`src/rtl/dmtlb_pkg.sv`:
```
// shared types, constants and sizing for the direct-mapped translation buffer
// no dependencies; imported by every rtl module of the block
package dmtlb_pkg;

  localparam int ENTRY_COUNT  = 512;
  localparam int OFFSET_WIDTH = 12;
  localparam int FRAME_WIDTH  = 20;

  localparam int VADDR_WIDTH     = 32;
  localparam int FRAME_IN_WIDTH  = 20;
  localparam int COUNT_WIDTH     = 48;
  localparam int VPN_WIDTH       = VADDR_WIDTH - OFFSET_WIDTH;
  localparam int INDEX_WIDTH     = (ENTRY_COUNT > 1) ? $clog2(ENTRY_COUNT) : 1;
  localparam int RECIP_SHIFT     = VPN_WIDTH + INDEX_WIDTH;
  localparam int RECIP_WIDTH     = VPN_WIDTH + 2;
  localparam int PROD_WIDTH      = VPN_WIDTH + RECIP_WIDTH;
  localparam int QN_WIDTH        = VPN_WIDTH + INDEX_WIDTH + 1;
  localparam int PHYS_RAW_WIDTH  = FRAME_WIDTH + OFFSET_WIDTH;

  localparam logic [63:0] RECIP_FULL = (64'd1 << RECIP_SHIFT) / 64'(ENTRY_COUNT);
  localparam logic [RECIP_WIDTH-1:0] RECIP = RECIP_FULL[RECIP_WIDTH-1:0];
  localparam logic [VPN_WIDTH-1:0] ENTRIES_VPN = VPN_WIDTH'(ENTRY_COUNT);
  localparam logic [INDEX_WIDTH-1:0] LAST_INDEX = INDEX_WIDTH'(ENTRY_COUNT - 1);
  localparam logic [COUNT_WIDTH-1:0] COUNT_MAX = '1;

  typedef enum logic [1:0] {
    OP_LOOKUP     = 2'd0,
    OP_FILL       = 2'd1,
    OP_INVALIDATE = 2'd2
  } op_t;

  typedef enum logic [2:0] {
    ST_IDLE,
    ST_DIV1,
    ST_DIV2,
    ST_READ,
    ST_CHECK
  } state_t;

  typedef struct packed {
    op_t                       op;
    logic [VADDR_WIDTH-1:0]    vaddr;
    logic [FRAME_IN_WIDTH-1:0] frame;
  } in_word_t;

  typedef struct packed {
    logic                   hit;
    logic [VADDR_WIDTH-1:0] paddr;
    logic                   status;
    logic [COUNT_WIDTH-1:0] lookups_seen;
    logic [COUNT_WIDTH-1:0] misses_seen;
  } out_word_t;

  typedef struct packed {
    logic                   valid;
    logic [VPN_WIDTH-1:0]   tag;
    logic [FRAME_WIDTH-1:0] frame;
  } entry_t;

  typedef struct packed {
    logic                   rd_en;
    logic                   wr_en;
    logic [INDEX_WIDTH-1:0] addr;
    entry_t                 wr_data;
  } store_req_t;

  typedef struct packed {
    logic lookup;
    logic miss;
  } cnt_ctl_t;

  typedef struct packed {
    logic [COUNT_WIDTH-1:0] lookups;
    logic [COUNT_WIDTH-1:0] misses;
  } cnt_t;

endpackage

```
`src/rtl/dmtlb_count.sv`:
```
// saturating lookup and miss counters
// depends on dmtlb_pkg; presents the value each counter takes after this word
module dmtlb_count
  import dmtlb_pkg::*;
(
  input  logic     clk,
  input  logic     rst,
  input  cnt_ctl_t ctl,
  output cnt_t     cnt_next
);

  cnt_t cnt;

  always_comb begin
    cnt_next = cnt;
    if (ctl.lookup && cnt.lookups != COUNT_MAX) begin
      cnt_next.lookups = cnt.lookups + COUNT_WIDTH'(1);
    end
    if (ctl.miss && cnt.misses != COUNT_MAX) begin
      cnt_next.misses = cnt.misses + COUNT_WIDTH'(1);
    end
  end

  always_ff @(posedge clk) begin
    if (rst) begin
      cnt <= '0;
    end else begin
      cnt <= cnt_next;
    end
  end

endmodule

```
`config.mk`:
```
export PLATFORM = sky130hd
export DESIGN_NAME = dmtlb_count
export DESIGN_NICKNAME = d
export VERILOG_FILES = /design/src/rtl/dmtlb_pkg.sv /design/src/rtl/dmtlb_count.sv
export SDC_FILE = /design/constraint.sdc
export NUM_CORES = 1
export LEC_CHECK = 0
export ABC_AREA = 0
export ABC_CLOCK_PERIOD_IN_PS = 3250
export BUFFER_PORTS_ARGS = -buffer_cell sky130_fd_sc_hd__clkbuf_2
export CAP_MARGIN = 10
export CORE_UTILIZATION = 58
export DETAILED_ROUTE_END_ITERATION = 8
export GPL_TIMING_DRIVEN = 1
export PLACE_DENSITY = 0.78
export SYNTH_ARGS = -nofsm -noshare
export SYNTH_HDL_FRONTEND = slang
export SYNTH_SLANG_ARGS = --single-unit
export TNS_END_PERCENT = 50
```
`constraint.sdc`:
```
create_clock -name clk -period 3.25 [get_ports clk]
set_clock_uncertainty 0.05 [all_clocks]
set_input_delay 0.4875 -clock clk [delete_from_list [all_inputs] [get_ports clk]]
set_output_delay 0.4875 -clock clk [all_outputs]
set_load 0.05 [all_outputs]
```
==> impl_metrics.ini, run 1 <==
[outcome]
outcome = finished with violations
violations = setup timing

[clock_network]
cts_tree = yes
root_buffer = clkbuf_8
clock_latency_ns = 0.41
cts.sinks = 96
clk_pin_slew_ns = 0.11
clockBufferDepth = 2
numCtsBuffers = 9
postCtsHoldBufs = 0
htreeDepth = 3

[logic_synthesis]
yosys_warnings = 0
syn_nets = 777
seq_area_frac_synth_pct = 30.9
syn_area_per_cell_um2 = 8.05
synth_edf_count = 0
syn_area_um2 = 6210
synthCells = 771
async_flop_share_pct = 0
synth_cell_types = 47
synth-seq-cells = 96
synth-main-ff-cell = dfxtp_1

[setup_path]
cp-end-kind = output port
worstSetupPathType = flop to output port
crit_fanout = 6
path_cells = ha_4, nand3_4, nor4_4, buf_4, nand2_2, or3_1, xnor2_1, clkbuf_2
crit_buf_inv = 2
required_ns = 2.71
crit_start = cnt[49]
crit_family = simple AND/OR/NAND/NOR gates
critical_path_arrival_ns = 2.77
slowest_stage = or3_1
worstReg2RegStart = cnt[49]
startpoint_type = flop
max_stage_delay_ns = 0.43

[run]
max_cap_violations = 0

[placement]
post-place-ws_ns = 0.153
hpwl_um = 11500
port_buffers = 99
placed_cell_area_um2 = 7660
routabilityCongestion = 0.936
dp_cells = 992

[detailed_routing]
drtAntennaViolNets = 0
drt_pass1_iterations = 5
via_per_inst = 6.40
wl_per_cell_um = 19.3
drt-initial-drc-count = 456
vias = 6756
route.detailed.drc = 0
wirelength_um = 20400

[timing]
finalSetupViolations = 16
maxSlewViolCount = 0
layout_setup_ws_ns = -0.0608
finalHoldViolCount = 0
fin_crit_sh_pct = 102
tns_ns = -0.438
relSlewSlack_pct = 26.4
rsz0062_at_grt = true
fin_crit_ns = 3.31
tightest_slew_ns = 1.10
whs_ns = 0.483
fmax_mhz = 302

[global_routing]
grt_max_degree = 110
antenna_found_initial = 0
grt_pass1_wl_um = 27800
grt_pass1_vias = 5929
grtUsageTotal_pct = 30.9
grt.overflow.total = 0

[floorplanning]
core_area_um2 = 10400
initial_core_util_pct = 59.9
die-height_um = 105
die-area_um2 = 11100
row_count = 37
ios = 100
die_w_um = 105

[power_and_ir_drop]
p_per_area_nw_per_um2 = 252
ir_worst_vdd_mv = 0.441
p_leak_nw = 3.91
finalPower_mw = 2.26

[layout]
largest_reg_flops = 96
layoutNonFillerInstCount = 1055
final_cell_area_um2 = 8970
reg_top3 = cnt x96
diodes = 0
fin_util_pct = 86.5
syn_to_final_growth_pct = 44.4
drive_gt1_share_pct = 39.1
largest-register = cnt
nNetsFinal = 920

[min_path]
min_from = cnt[1]
hold_path_class = flop to flop
-- layout make-up --
type                       instances  area (µm²)
inverter                           7        26.3
clock buffer                       9         124
tap                              136         170
multi-input combinational        636        4570
clock inverter                     7         103
sequential                        96        2060
timing repair buffer             164        1910
fill                             487        1400
-- worst reg2reg max path, cell delays in order, from the launching register on --
cell	delay, ns
dfxtp_4	0.39
ha_4	0.17
nand3_4	0.11
nor4_4	0.39
nand4_1	0.17
buf_6	0.20
nor3_1	0.45
mux2_2	0.39
-- report_power, final --
| part | internal (mW) | switching (mW) | leakage, nW |
|---|---|---|---|
| clock network | 0.443 | 0.490 | 0.111 |
| registers | 1.16 | 0.00583 | 0.811 |
| logic | 0.0568 | 0.105 | 2.99 |
-- cell usage after synthesis (6+ instances only) --
| library cell | count | share of area, % |
|---|---|---|
| o21ai_0 | 21 | 1.7 |
| or3_1 | 22 | 2.2 |
| inv_1 | 6 | 0.36 |
| nand3_1 | 42 | 3.4 |
| and3_1 | 10 | 1.0 |
| nor2_1 | 89 | 5.4 |
| mux2_1 | 28 | 5.1 |
| and4_1 | 7 | 0.99 |
| clkbuf_1 | 22 | 1.3 |
| xor2_1 | 56 | 7.9 |
| nor3_1 | 44 | 3.5 |
| or4_1 | 13 | 1.6 |
| nand2_1 | 64 | 3.9 |
| nor3b_1 | 6 | 0.73 |
| nand4_1 | 28 | 2.8 |
| buf_2 | 6 | 0.48 |
| a21oi_1 | 28 | 2.3 |
| xnor2_1 | 10 | 1.4 |
| dfxtp_1 | 96 | 31 |
| nor2b_1 | 63 | 6.3 |
| nand2b_1 | 7 | 0.71 |
| nor4_1 | 16 | 1.6 |
| mux2_2 | 39 | 7.1 |
| o31ai_1 | 8 | 0.97 |
-- logic make-up (layout without fill, tap and decap cells) --
family / count (synthesis) / in the layout / share of synthesized area [%]
simple gates: 438 / 438 / 38.6
compound gates: 61 / 61 / 5.42
xor+xnor: 66 / 66 / 9.31
buf+inv: 39 / 187 / 2.86
mux: 69 / 69 / 12.5
flops: 96 / 96 / 30.9
fa+ha+maj: 2 / 2 / 0.403
-- layout by cell type (no fill, tap or decap), types with 4 or more instances in the layout --
cell,count
mux2_1,28
buf_2,7
o31ai_1,8
nor2_1,88
a21oi_1,28
nor3_1,27
or3_1,22
and2_1,4
nand3_2,6
nand3_4,4
dfxtp_4,26
nor2b_1,62
inv_1,6
nor3_2,17
dfxtp_1,38
nand3_1,32
buf_6,6
nor3b_1,4
buf_4,59
mux2_2,39
nor4_2,7
clkbuf_2,30
nand4_1,28
or2_2,4
or4_1,9
and4_1,6
and3_1,8
o21ai_0,21
buf_12,53
nand2_1,58
nor4_4,9
clkbuf_8,11
nand2_2,6
xor2_1,56
nor4_1,4
nand2b_1,7
dfxtp_2,32
or4_4,6
xnor2_1,9
-- path summary, 6_finish.rpt --
| path | end | slack, ns | depth (start not counted) |
|---|---|---|---|
| worst min-delay path | cnt[1] | 0.48 | 2 |
| worst max register to register | cnt[92] | 0.82 | 7 |
| worst min register to register | cnt[1] | 0.48 | 2 |
| worst max-delay path | cnt_next[66] | -0.06 | 8 |
-- per-layer routing --
layer	GRT usage (%)	vias to the layer above	wire length (µm)
li1	-	3023	-
met1	34.3	3175	7290
met2	56.7	437	10500
met3	6.86	121	1580
met4	12.3	0	1030
met5	0	-	0
-- what timing repair did --
item,in CTS,in global routing
cloned,2,1
setup buffers,11,33
pin swaps,10,24
gates resized for setup,78,132
endpoints found under the setup margin,87,88
No activity file was read; power rests on OpenSTA's default activity.
==> inputs of run 2 (changes only) <==
TNS_END_PERCENT = 5   (was 50)
==> impl_metrics.ini, run 2 (synthesis gave the netlist of run 1 again) <==
[timing]
fin_crit_sh_pct = 102
relSlewSlack_pct = 28.9
finalHoldViolCount = 0
layout_setup_ws_ns = -0.0702
maxSlewViolCount = 0
finalSetupViolations = 3
fmax_mhz = 301
rsz0062_at_grt = true
tightest_slew_ns = 1.07
fin_crit_ns = 3.32

[run]
max_cap_violations = 0

[setup_path]
worstReg2RegStart = cnt[48]
slowest_stage = nor2b_1
path_cells = buf_4, and4_1, nor2b_1, nand4_1, buf_4, nor3_1, xor2_1, buf_12
startpoint_type = flop
critical_path_arrival_ns = 2.78
cp-end-kind = output port
r2r_end = cnt[81]
required_ns = 2.71
max_stage_delay_ns = 0.38
cp_common_cell = buf_4
ff2ff_setup_slack_ns = 0.83
worstSetupPathType = flop to output port
reg2reg_depth = 7
crit_fanout = 9

[min_path]
whs_path_depth = 2
hold_path_class = flop to flop
min_from = cnt[21]
hold_end = cnt[21]

[placement]
dp_cells = 992
placed_cell_area_um2 = 7660
hpwl_um = 11500
port_buffers = 99
routabilityCongestion = 0.936
post-place-ws_ns = 0.153

[detailed_routing]
route.detailed.drc = 0
drtAntennaViolNets = 0
via_per_inst = 6.19
vias = 6430
drt_pass1_iterations = 5
wirelength_um = 18400
drt-initial-drc-count = 404
wl_per_cell_um = 17.7

[layout]
fillerInstances = 561
layoutNonFillerInstCount = 1038
final_common_cell = nor2_1
nNetsFinal = 903
final_cell_area_um2 = 8730
diodes = 0
largest_reg_flops = 96
mostFrequentLayoutCells = nor2_1 (87), nor2b_1 (63), nand2_1 (60)
drive_gt1_share_pct = 35.8
fin_util_pct = 84.1
syn_to_final_growth_pct = 40.5
reg_top3 = cnt x96
largest-register = cnt

[power_and_ir_drop]
ir_worst_vdd_mv = 0.411
p_per_area_nw_per_um2 = 257
finalPower_mw = 2.24
p_leak_nw = 3.83

[global_routing]
antenna_found_initial = 0
busiest_layer = met2
grt_pass1_wl_um = 27100
use_met3_pct = 6.31
grt.overflow.total = 0
use_met2_pct = 54.5
grtUsageTotal_pct = 30.0
grt_pass1_vias = 5813
grt_max_degree = 110
met1_usage_pct = 34.0

[clock_network]
cts.sinks = 96
numCtsBuffers = 9
root_buffer = clkbuf_8
clock_latency_ns = 0.39
htreeDepth = 3
cts_tree = yes
clockBufferDepth = 2
clk_pin_slew_ns = 0.10

[floorplanning]
core_area_um2 = 10400
die-height_um = 105
ios = 100
die-area_um2 = 11100
die_w_um = 105
row_count = 37
initial_core_util_pct = 59.9

[outcome]
violations = setup timing
outcome = finished with violations
[run 2: worst max path at each step]
stage             from            to  slack, ns  cells past startpoint
2_1_floorplan  cnt[48]  cnt_next[68]      0.005                      6
3_3_place_gp    cnt[6]  cnt_next[45]       0.18                      6
3_5_place_dp    cnt[6]  cnt_next[45]       0.15                      6
4_1_cts        cnt[25]  cnt_next[42]      -0.07                      6
5_1_grt        cnt[51]  cnt_next[81]      -0.21                      7
6_report       cnt[48]  cnt_next[81]      -0.07                      8
[run 2: report_power, final]
group	internal, mW	switching (mW)
combinational	0.0580	0.102
clock	0.443	0.470
sequential	1.17	0.00709
total	1.67	0.579
[run 2: layer usage]
| layer | up-vias | share of wire, % |
|---|---|---|
| met5 | - | 0 |
| met3 | 78 | 7.3 |
| met1 | 3012 | 38 |
| li1 | 3002 | - |
| met2 | 338 | 51 |
| met4 | 0 | 3.6 |
[run 2: worst max-delay path: cells and delay by family (launching register included)]
kind                   cells  cell delay (ns)
XOR/XNOR                   1             0.31
buffers and inverters      3             0.54
flip-flops                 1             0.37
AND/OR/NAND/NOR            4             1.18
[run 2: stage by stage]
stage	hold slack, ns	TNS, ns
finish	0.475	-0.0741
global placement	0.442	0
global route	0.492	-3.04
floorplan	0.426	0
detailed placement	0.463	0
CTS	0.473	-0.535
[run 2: final cells by class]
type	count	area, µm²	share of cell area (%)
well taps	136	170	1.95
clock inverters	7	103	1.18
flip-flops and latches	96	2030	23.3
multi-input cells	636	4520	51.8
repair buffers	147	1750	20.1
clock buffers	9	124	1.42
inverters	7	26.3	0.301
[run 2: repair_timing]
item / 4_1_cts / 5_1_grt
buffers inserted: 7 / 21
pin swaps: 7 / 15
cloned: 2 / 0
endpoints found under the setup margin: 87 / 93
gates resized for setup: 58 / 130
hold buffers: 0 / 0
==> inputs of run 3 (changes only) <==
--- a/config.mk
+++ b/config.mk
@@ -11,6 +11,7 @@
 export CAP_MARGIN = 10
-export CORE_UTILIZATION = 58
+export CORE_UTILIZATION = 45
 export DETAILED_ROUTE_END_ITERATION = 8
 export GPL_TIMING_DRIVEN = 1
-export PLACE_DENSITY = 0.78
+export HOLD_SLACK_MARGIN = 0.12
+export PLACE_DENSITY = 0.62
 export SYNTH_ARGS = -nofsm -noshare
--- a/constraint.sdc
+++ b/constraint.sdc
@@ -4,2 +4,2 @@
 set_output_delay 0.4875 -clock clk [all_outputs]
-set_load 0.05 [all_outputs]
+set_load 0.005 [all_outputs]
==> impl_metrics.ini, run 3 (synthesis gave the netlist of run 1 again) <==
[setup_path]
r2r_end = cnt[12]
crit_buf_inv = 2
required_ns = 2.71
crit_family = simple AND/OR/NAND/NOR gates
reg2reg_depth = 6
slowest_stage = or4b_1
cp-end-kind = output port
critical_path_arrival_ns = 2.66
startpoint_type = flop
worstReg2RegStart = cnt[20]
crit_fanout = 23
max_stage_delay_ns = 0.62
path_cells = nand3_1, or4b_1, nor4_4, buf_12, nor2_2, mux2_1, clkbuf_2
ff2ff_setup_slack_ns = 0.71
worstSetupPathType = flop to output port

[layout]
mostFrequentLayoutCells = clkbuf_2 (98), nor2_1 (89), dfxtp_1 (87)
fin_util_pct = 55.6
largest_reg_flops = 96
largest-register = cnt
drive_gt1_share_pct = 25.4
diodes = 0
final_common_cell = clkbuf_2
syn_to_final_growth_pct = 19.5
reg_top3 = cnt x96
nNetsFinal = 874

[global_routing]
grt_pass1_vias = 5387
grtUsageTotal_pct = 22.2
grt_max_degree = 98
antenna_found_initial = 0
grt.overflow.total = 0
grt_pass1_wl_um = 25800

[floorplanning]
ios = 100
initial_core_util_pct = 46.5
die-area_um2 = 14300
die_w_um = 119
die-height_um = 119
row_count = 42
core_area_um2 = 13300

[timing]
fin_crit_sh_pct = 98.4
whs_ns = 0.477
fmax_mhz = 313
tns_ns = 0
maxSlewViolCount = 0
finalSetupViolations = 0
relSlewSlack_pct = 35.8
tightest_slew_ns = 0.963
finalHoldViolCount = 0
rsz0062_at_grt = true
fin_crit_ns = 3.20

[detailed_routing]
wirelength_um = 15900
drt_pass1_iterations = 5
drtAntennaViolNets = 0
top_layer_used = met4
via_per_inst = 5.54
dr_wl_met2_um = 7890
vias = 5814
drt-initial-drc-count = 331
wl_per_cell_um = 15.1
wl_met1_um = 7100
route.detailed.drc = 0
met3_length_um = 598

[power_and_ir_drop]
p_leak_nw = 3.38
finalPower_mw = 2.35
ir_worst_vdd_mv = 0.254
p_per_area_nw_per_um2 = 317

[clock_network]
root_buffer = clkbuf_16
clock_latency_ns = 0.35
clk_pin_slew_ns = 0.07
numCtsBuffers = 9
cts_tree = yes
clockBufferDepth = 2
htreeDepth = 3
cts.sinks = 96

[min_path]
min_from = cnt[47]
hold_end = cnt[47]
whs_path_depth = 2
hold_path_class = flop to flop

[placement]
port_buffers = 99
hpwl_um = 11600
routabilityCongestion = 0.868

[run]
max_cap_violations = 0

[outcome]
outcome = finished, final reports clean
## run 3: cell count changes in the layout (fill, tap and decap cells not counted), sizes merged
cell | before | now
buf | 111 | 20
clkinv | 2 | 6
bufinv | 2 | 1
clkbuf | 45 | 107
inv | 9 | 6
## run 3: how the worst max path moves through the flow
stage                         to  slack [ns]  cells past startpoint     from
finish              cnt_next[49]        0.05                      7  cnt[66]
global route        cnt_next[12]       -0.07                      7  cnt[20]
CTS                  cnt_next[1]       -0.03                      8   cnt[1]
detailed placement  cnt_next[68]        0.22                      7  cnt[48]
global placement    cnt_next[91]        0.30                      8   ctl[1]
floorplan           cnt_next[49]        0.50                      7  cnt[48]
## run 3: area by class of cell
type / instances / area, µm²
clock buffers: 9 / 225
fillers: 1263 / 5930
inverters: 7 / 26.3
well taps: 176 / 220
clock inverters: 7 / 62.6
multi-input cells: 636 / 4290
flip-flops and latches: 96 / 1930
repair buffers: 118 / 669
## run 3: per-stage QoR
step | worst slack (ns) | cell area [µm²] | std cells
finish | 0.0529 | 7420 | 1049
global route | -0.0746 | 7420 | 1049
CTS | -0.0268 | 7250 | 1046
detailed placement | 0.218 | 6920 | 1030
global placement | 0.303 | 6920 | 1030
floorplan | 0.496 | 6210 | 771
## run 3: power breakdown
part	switching [mW]	internal, mW
Combinational	0.0651	0.0350
Sequential	0.00633	1.18
Clock	0.476	0.590
## run 3: what timing repair did
item                                    CTS  global route
gates resized for setup                   7            32
hold buffers                              0             0
endpoints found under the setup margin   28            64
pin swaps                                 1             2
setup buffers                             0             3
gates cloned                              0             0
## run 3: tightest hold or removal path, delay by kind of cell, from the launching register on
family / cells / cell delay (ns)
AOI/OAI and AO/OA: 2 / 0.17
DFF: 1 / 0.32
## run 3: routing by layer
layer	vias to the layer above	track usage, %
met1	2754	27.3
met5	-	0
met3	16	3.69
met2	109	38.4
li1	2935	-
met4	0	8.67
